`src/monomer_energy_contraction_defines.svh`:
```
// assertion macros for the monomer energy contraction block
// used by mec_ctrl and mec_dpath, relies on clk and rst_n in the including module
`ifndef MONOMER_ENERGY_CONTRACTION_DEFINES_SVH
`define MONOMER_ENERGY_CONTRACTION_DEFINES_SVH

`ifndef SYNTHESIS
`define MEC_ASSERT(lbl, prop, msg) \
  lbl: assert property (@(posedge clk) disable iff (!rst_n) prop) else $error(msg);
`define MEC_ASSERT_NORST(lbl, prop, msg) \
  lbl: assert property (@(posedge clk) prop) else $error(msg);
`else
`define MEC_ASSERT(lbl, prop, msg)
`define MEC_ASSERT_NORST(lbl, prop, msg)
`endif

`endif

```
`src/mec_pkg.sv`:
```
// shared types and codes for the monomer energy contraction block
// no dependencies
`timescale 1ns / 1ps
`default_nettype none

package mec_pkg;

  localparam int FRAC_BITS = 24;

  localparam logic [2:0] REQ_LOAD_V  = 3'd0;
  localparam logic [2:0] REQ_LOAD_D  = 3'd1;
  localparam logic [2:0] REQ_LOAD_H  = 3'd2;
  localparam logic [2:0] REQ_LOAD_R  = 3'd3;
  localparam logic [2:0] REQ_COMPUTE = 3'd4;

  typedef struct packed {
    logic [2:0]         req_type;
    logic [15:0]        elem_index;
    logic signed [31:0] elem_value;
  } mec_in_t;

  typedef struct packed {
    logic signed [63:0] energy;
    logic               saturated;
  } mec_out_t;

  typedef enum logic [2:0] {
    ST_IDLE,
    ST_SETTLE,
    ST_RUN2,
    ST_RUN1,
    ST_DRAIN
  } mec_state_t;

  typedef struct packed {
    logic cfg_wr;
    logic load;
    logic clear;
    logic step_two;
    logic step_one;
    logic publish;
  } mec_cmd_t;

  typedef struct packed {
    logic last_two;
    logic last_one;
    logic pipe_busy;
    logic out_free;
  } mec_sts_t;

endpackage

`default_nettype wire

```
`src/mec_ctrl.sv`:
```
// controller state machine: handshakes, compute walk sequencing, result hand-off
// depends on mec_pkg and monomer_energy_contraction_defines.svh
`timescale 1ns / 1ps
`default_nettype none
`include "monomer_energy_contraction_defines.svh"

module mec_ctrl (
  input  wire logic             clk,
  input  wire logic             rst_n,
  input  wire logic             cfg_valid,
  output logic                  cfg_ready,
  input  wire logic             in_valid,
  output logic                  in_ready,
  input  wire logic [2:0]       req_type,
  input  wire mec_pkg::mec_sts_t sts,
  output mec_pkg::mec_cmd_t     cmd
);

  mec_pkg::mec_state_t state_r, state_nxt;
  logic                settle_r, settle_nxt;

  always_ff @(posedge clk) begin
    if (!rst_n) begin
      state_r  <= mec_pkg::ST_IDLE;
      settle_r <= 1'b0;
    end else begin
      state_r  <= state_nxt;
      settle_r <= settle_nxt;
    end
  end

  always_comb begin
    state_nxt  = state_r;
    settle_nxt = settle_r;
    cmd        = '0;
    cfg_ready  = 1'b0;
    in_ready   = 1'b0;
    case (state_r)
      mec_pkg::ST_IDLE: begin
        cfg_ready = 1'b1;
        in_ready  = !cfg_valid;
        if (cfg_valid) begin
          cmd.cfg_wr = 1'b1;
          settle_nxt = 1'b0;
          state_nxt  = mec_pkg::ST_SETTLE;
        end else if (in_valid) begin
          if (req_type == mec_pkg::REQ_COMPUTE) begin
            cmd.clear = 1'b1;
            state_nxt = mec_pkg::ST_RUN2;
          end else begin
            cmd.load = 1'b1;
          end
        end
      end
      mec_pkg::ST_SETTLE: begin
        // orbital extents follow a new count through orb_r, then n2_r, then n4_r
        if (settle_r) begin
          state_nxt = mec_pkg::ST_IDLE;
        end else begin
          settle_nxt = 1'b1;
        end
      end
      mec_pkg::ST_RUN2: begin
        cmd.step_two = 1'b1;
        if (sts.last_two) begin
          state_nxt = mec_pkg::ST_RUN1;
        end
      end
      mec_pkg::ST_RUN1: begin
        cmd.step_one = 1'b1;
        if (sts.last_one) begin
          state_nxt = mec_pkg::ST_DRAIN;
        end
      end
      mec_pkg::ST_DRAIN: begin
        if (!sts.pipe_busy && sts.out_free) begin
          cmd.publish = 1'b1;
          state_nxt   = mec_pkg::ST_IDLE;
        end
      end
      default: begin
        state_nxt = mec_pkg::ST_IDLE;
      end
    endcase
  end

  `MEC_ASSERT(a_compute_starts_walk, (in_valid && in_ready && req_type == mec_pkg::REQ_COMPUTE) |=> (state_r == mec_pkg::ST_RUN2), "compute beat did not start the walk")
  `MEC_ASSERT(a_no_beat_while_walking, (state_r == mec_pkg::ST_RUN2 || state_r == mec_pkg::ST_RUN1) |-> (!in_ready && !cfg_ready), "beat taken during compute walk")
  `MEC_ASSERT(a_cfg_then_settle, (cfg_valid && cfg_ready) |=> (state_r == mec_pkg::ST_SETTLE && !in_ready), "config write not followed by settle")

endmodule

`default_nettype wire

```
`config.mk`:
```
export PLATFORM = sky130hd
export DESIGN_NAME = mec_ctrl
export DESIGN_NICKNAME = d
export VERILOG_FILES = /design/src/mec_pkg.sv /design/src/mec_ctrl.sv
export VERILOG_INCLUDE_DIRS = /design/src /design/src/src
export SDC_FILE = /design/constraint.sdc
export NUM_CORES = 1
export LEC_CHECK = 0
export BUFFER_PORTS_ARGS = -buffer_cell sky130_fd_sc_hd__buf_2
export CORE_AREA = 3 3 40 42
export DETAILED_ROUTE_END_ITERATION = 16
export DIE_AREA = 0 0 43 45
export PLACE_DENSITY = 0.59
export SLEW_MARGIN = 20
export SYNTH_ARGS = -nofsm -noshare
export SYNTH_HDL_FRONTEND = slang
export SYNTH_SLANG_ARGS = --single-unit
```
`constraint.sdc`:
```
create_clock -name clk -period 2.2 [get_ports clk]
set_input_delay 0.22 -clock clk [delete_from_list [all_inputs] [get_ports clk]]
set_output_delay 0.22 -clock clk [all_outputs]
set_load 0.02 [all_outputs]
```
==> reports/results.ini <==
[global_routing]
number_of_antenna_violations_at_the_first_check_in_global_routing = 0
grt_use_total_pct = 8.50
grt_pass1_wl_um = 1220
grt_start_max_net_pins = 12
via_count_of_the_first_global_routing_pass = 294
gr-total-overflow = 0

[clocking]
tritoncts = done
cts.root.buffer_cell = clkbuf_4
postCtsHoldBufs = 0
cts.sinks = 4
post-cts-setup-buffer-count = 0
clock_path_buffers = 2
worst_skew_pair.late_latency_ns = 0.23
htree_levels = 1
ctsResizeCount = 0
clkTransAtPathRegs_ns = 0.04
tritoncts.num_buffers = 3

[synth]
synthCells = 37
flops_latches_synth = 4
synthesis.nets = 48
yosysUniqueCellTypes = 21
synth-warning-count = 0
synth-seq-area-share_pct = 25.9
synth.avg_cell_area_um2 = 8.35
synth_flop_cell = dfxtp_1
synth-edff-count = 0
synth_area_um2 = 309
async_flop_share_pct = 0

[detailed_routing]
detailed_route_drc_error_count = 0
drt_pass1_iterations = 4
num_vias = 321
post_drt_wl_per_cell_um = 10.3
drt-total-wl_um = 741
drt_iter0_markers = 10
final_ant_viol_nets = 0
detail_route.vias_per_cell = 4.46

[place]
place_ws_ns = 0.844
sum_of_net_half_perimeters_after_detailed_placement_um = 611
portBuffers = 18
placed_cell_area_um2 = 413
gp_routability_congestion = 0.719
dpl.cell_count = 69

[power_and_ir_drop]
p_per_area_nw_per_um2 = 563
cell_leakage_power_nw = 0.211
fin_total_pwr_uw = 245
power.ir.vdd_worst_uv = 151

[timing]
worst_slew_margin_rel_pct = 74.1
maxClockFrequency_mhz = 639
worst_slew_pin_slew_ns = 0.388
final_period_minus_worst_setup_slack_ns = 1.56
finalHoldViolCount = 0
fin_skew_ns = 0.00107
part_of_the_cycle_the_worst_path_needs_pct = 71.1
setup_violations = 0
timing_max_transition_violations_final = 0
final.setup.worst_slack_ns = 0.636
hold_ws_ns = 0.291
unrepaired_setup_endpoints_after_global_routing = false
timing.setup.tns_ns = 0

[min_path]
worstHoldPathType = input pin to flip-flop

[finish]
finalCoreUtilization_pct = 33.9
share_of_final_layout_standard_cells_stronger_than_drive_strength_1_pct = 45.6
ff_latch_area_um2 = 80.1
syn_to_layout_area_delta_pct = 40.9
mostFrequentLayoutCells = buf_2 (18), nand2_1 (6), dfxtp_1 (4)
antenna-diode-count = 0
finalNonFillerCells = 72
fillerInstances = 152
most_frequent_standard_cell_in_the_layout_excluding_fill_and_tap_cells = buf_2
multi_input_area_um2 = 220
finalNetCount = 70
postLayoutCellArea_um2 = 435

[worst_setup_path]
crit_chain = nor4_4 > and3b_2 > buf_2
cpLargestDelayFamily = simple AND/OR/NAND/NOR gates
critical-path-max-stage-delay_ns = 0.39
end_kind = output pin
timing.critical_path.fanout_max = 8
critical_path.slowest_cell = dfxtp_1
worstPathRequired_ns = 1.98
crit_buf_inv = 1
arrival_ns = 1.34
start_kind = flip-flop
path_class = flip-flop to output pin

[die]
boundaryPins = 19
design.die.area_um2 = 1940
placementRows = 13
die_w_um = 43
dieHeight_um = 45
core-area_um2 = 1280
start_util_pct = 24.1

[run_status]
outcome = complete, no violations

[run]
maxCapViolations = 0

-- cell usage after synthesis, drive strengths merged, types with 2 or more instances --
master,n,area (um2)
nor3b,2,15.0
nor2b,4,27.5
and2,2,12.5
a22oi,2,15.0
nor2,3,11.3
nand2,6,22.5
mux2i,2,20.0
dfxtp,4,80.1
-- flip-flops by register name (all words and copies together) (netlist names) --
name      cells
state_r       3
settle_r      1
-- cells by family (layout without fill, tap and decap cells) --
logic type / after synthesis / after routing / share of synthesized area, %
AND/OR/NAND/NOR: 23 / 23 / 47.0
AO/OA/AOI/OAI: 6 / 6 / 17.8
flip-flops: 4 / 4 / 25.9
multiplexers: 2 / 2 / 6.48
buffers and inverters: 2 / 22 / 2.83
-- final cells by class --
type	count	area share, %
sequential	4	18.4
clock buffer	3	5.17
multi-input combinational	31	50.6
timing repair buffer	18	20.7
inverter	1	0.862
tap	15	4.31
-- path summary, 6_finish.rpt --
path         startpoint         end  slack (ns)  cells past startpoint
max          state_r[2]      cmd[4]        0.64                      3
min reg2reg    settle_r    settle_r        0.52                      2
max reg2reg  state_r[2]  state_r[2]        0.84                      4
min               rst_n    settle_r        0.29                      2
-- worst reg2reg max path, cell delays in order (launching register included) --
cell and delay, ns:
dfxtp_1 0.39, nor4_4 0.35, a21bo_1 0.25, o221ai_2 0.08, mux2i_1 0.22
-- where the power goes --
group | internal (mW) | switching, mW | total, mW
Combinational | 0.0323 | 0.0338 | 0.0661
Sequential | 0.0773 | 0.00895 | 0.0863
Clock | 0.0611 | 0.0317 | 0.0928
-- metal layers --
metal,vias up,track usage [%],part of all wire (%)
met5,-,0,0
met4,0,5.42,0
met3,0,2.39,8.5
met2,12,14.1,49
met1,139,9.66,43
li1,170,-,-
(Power assumes the default switching activity.)
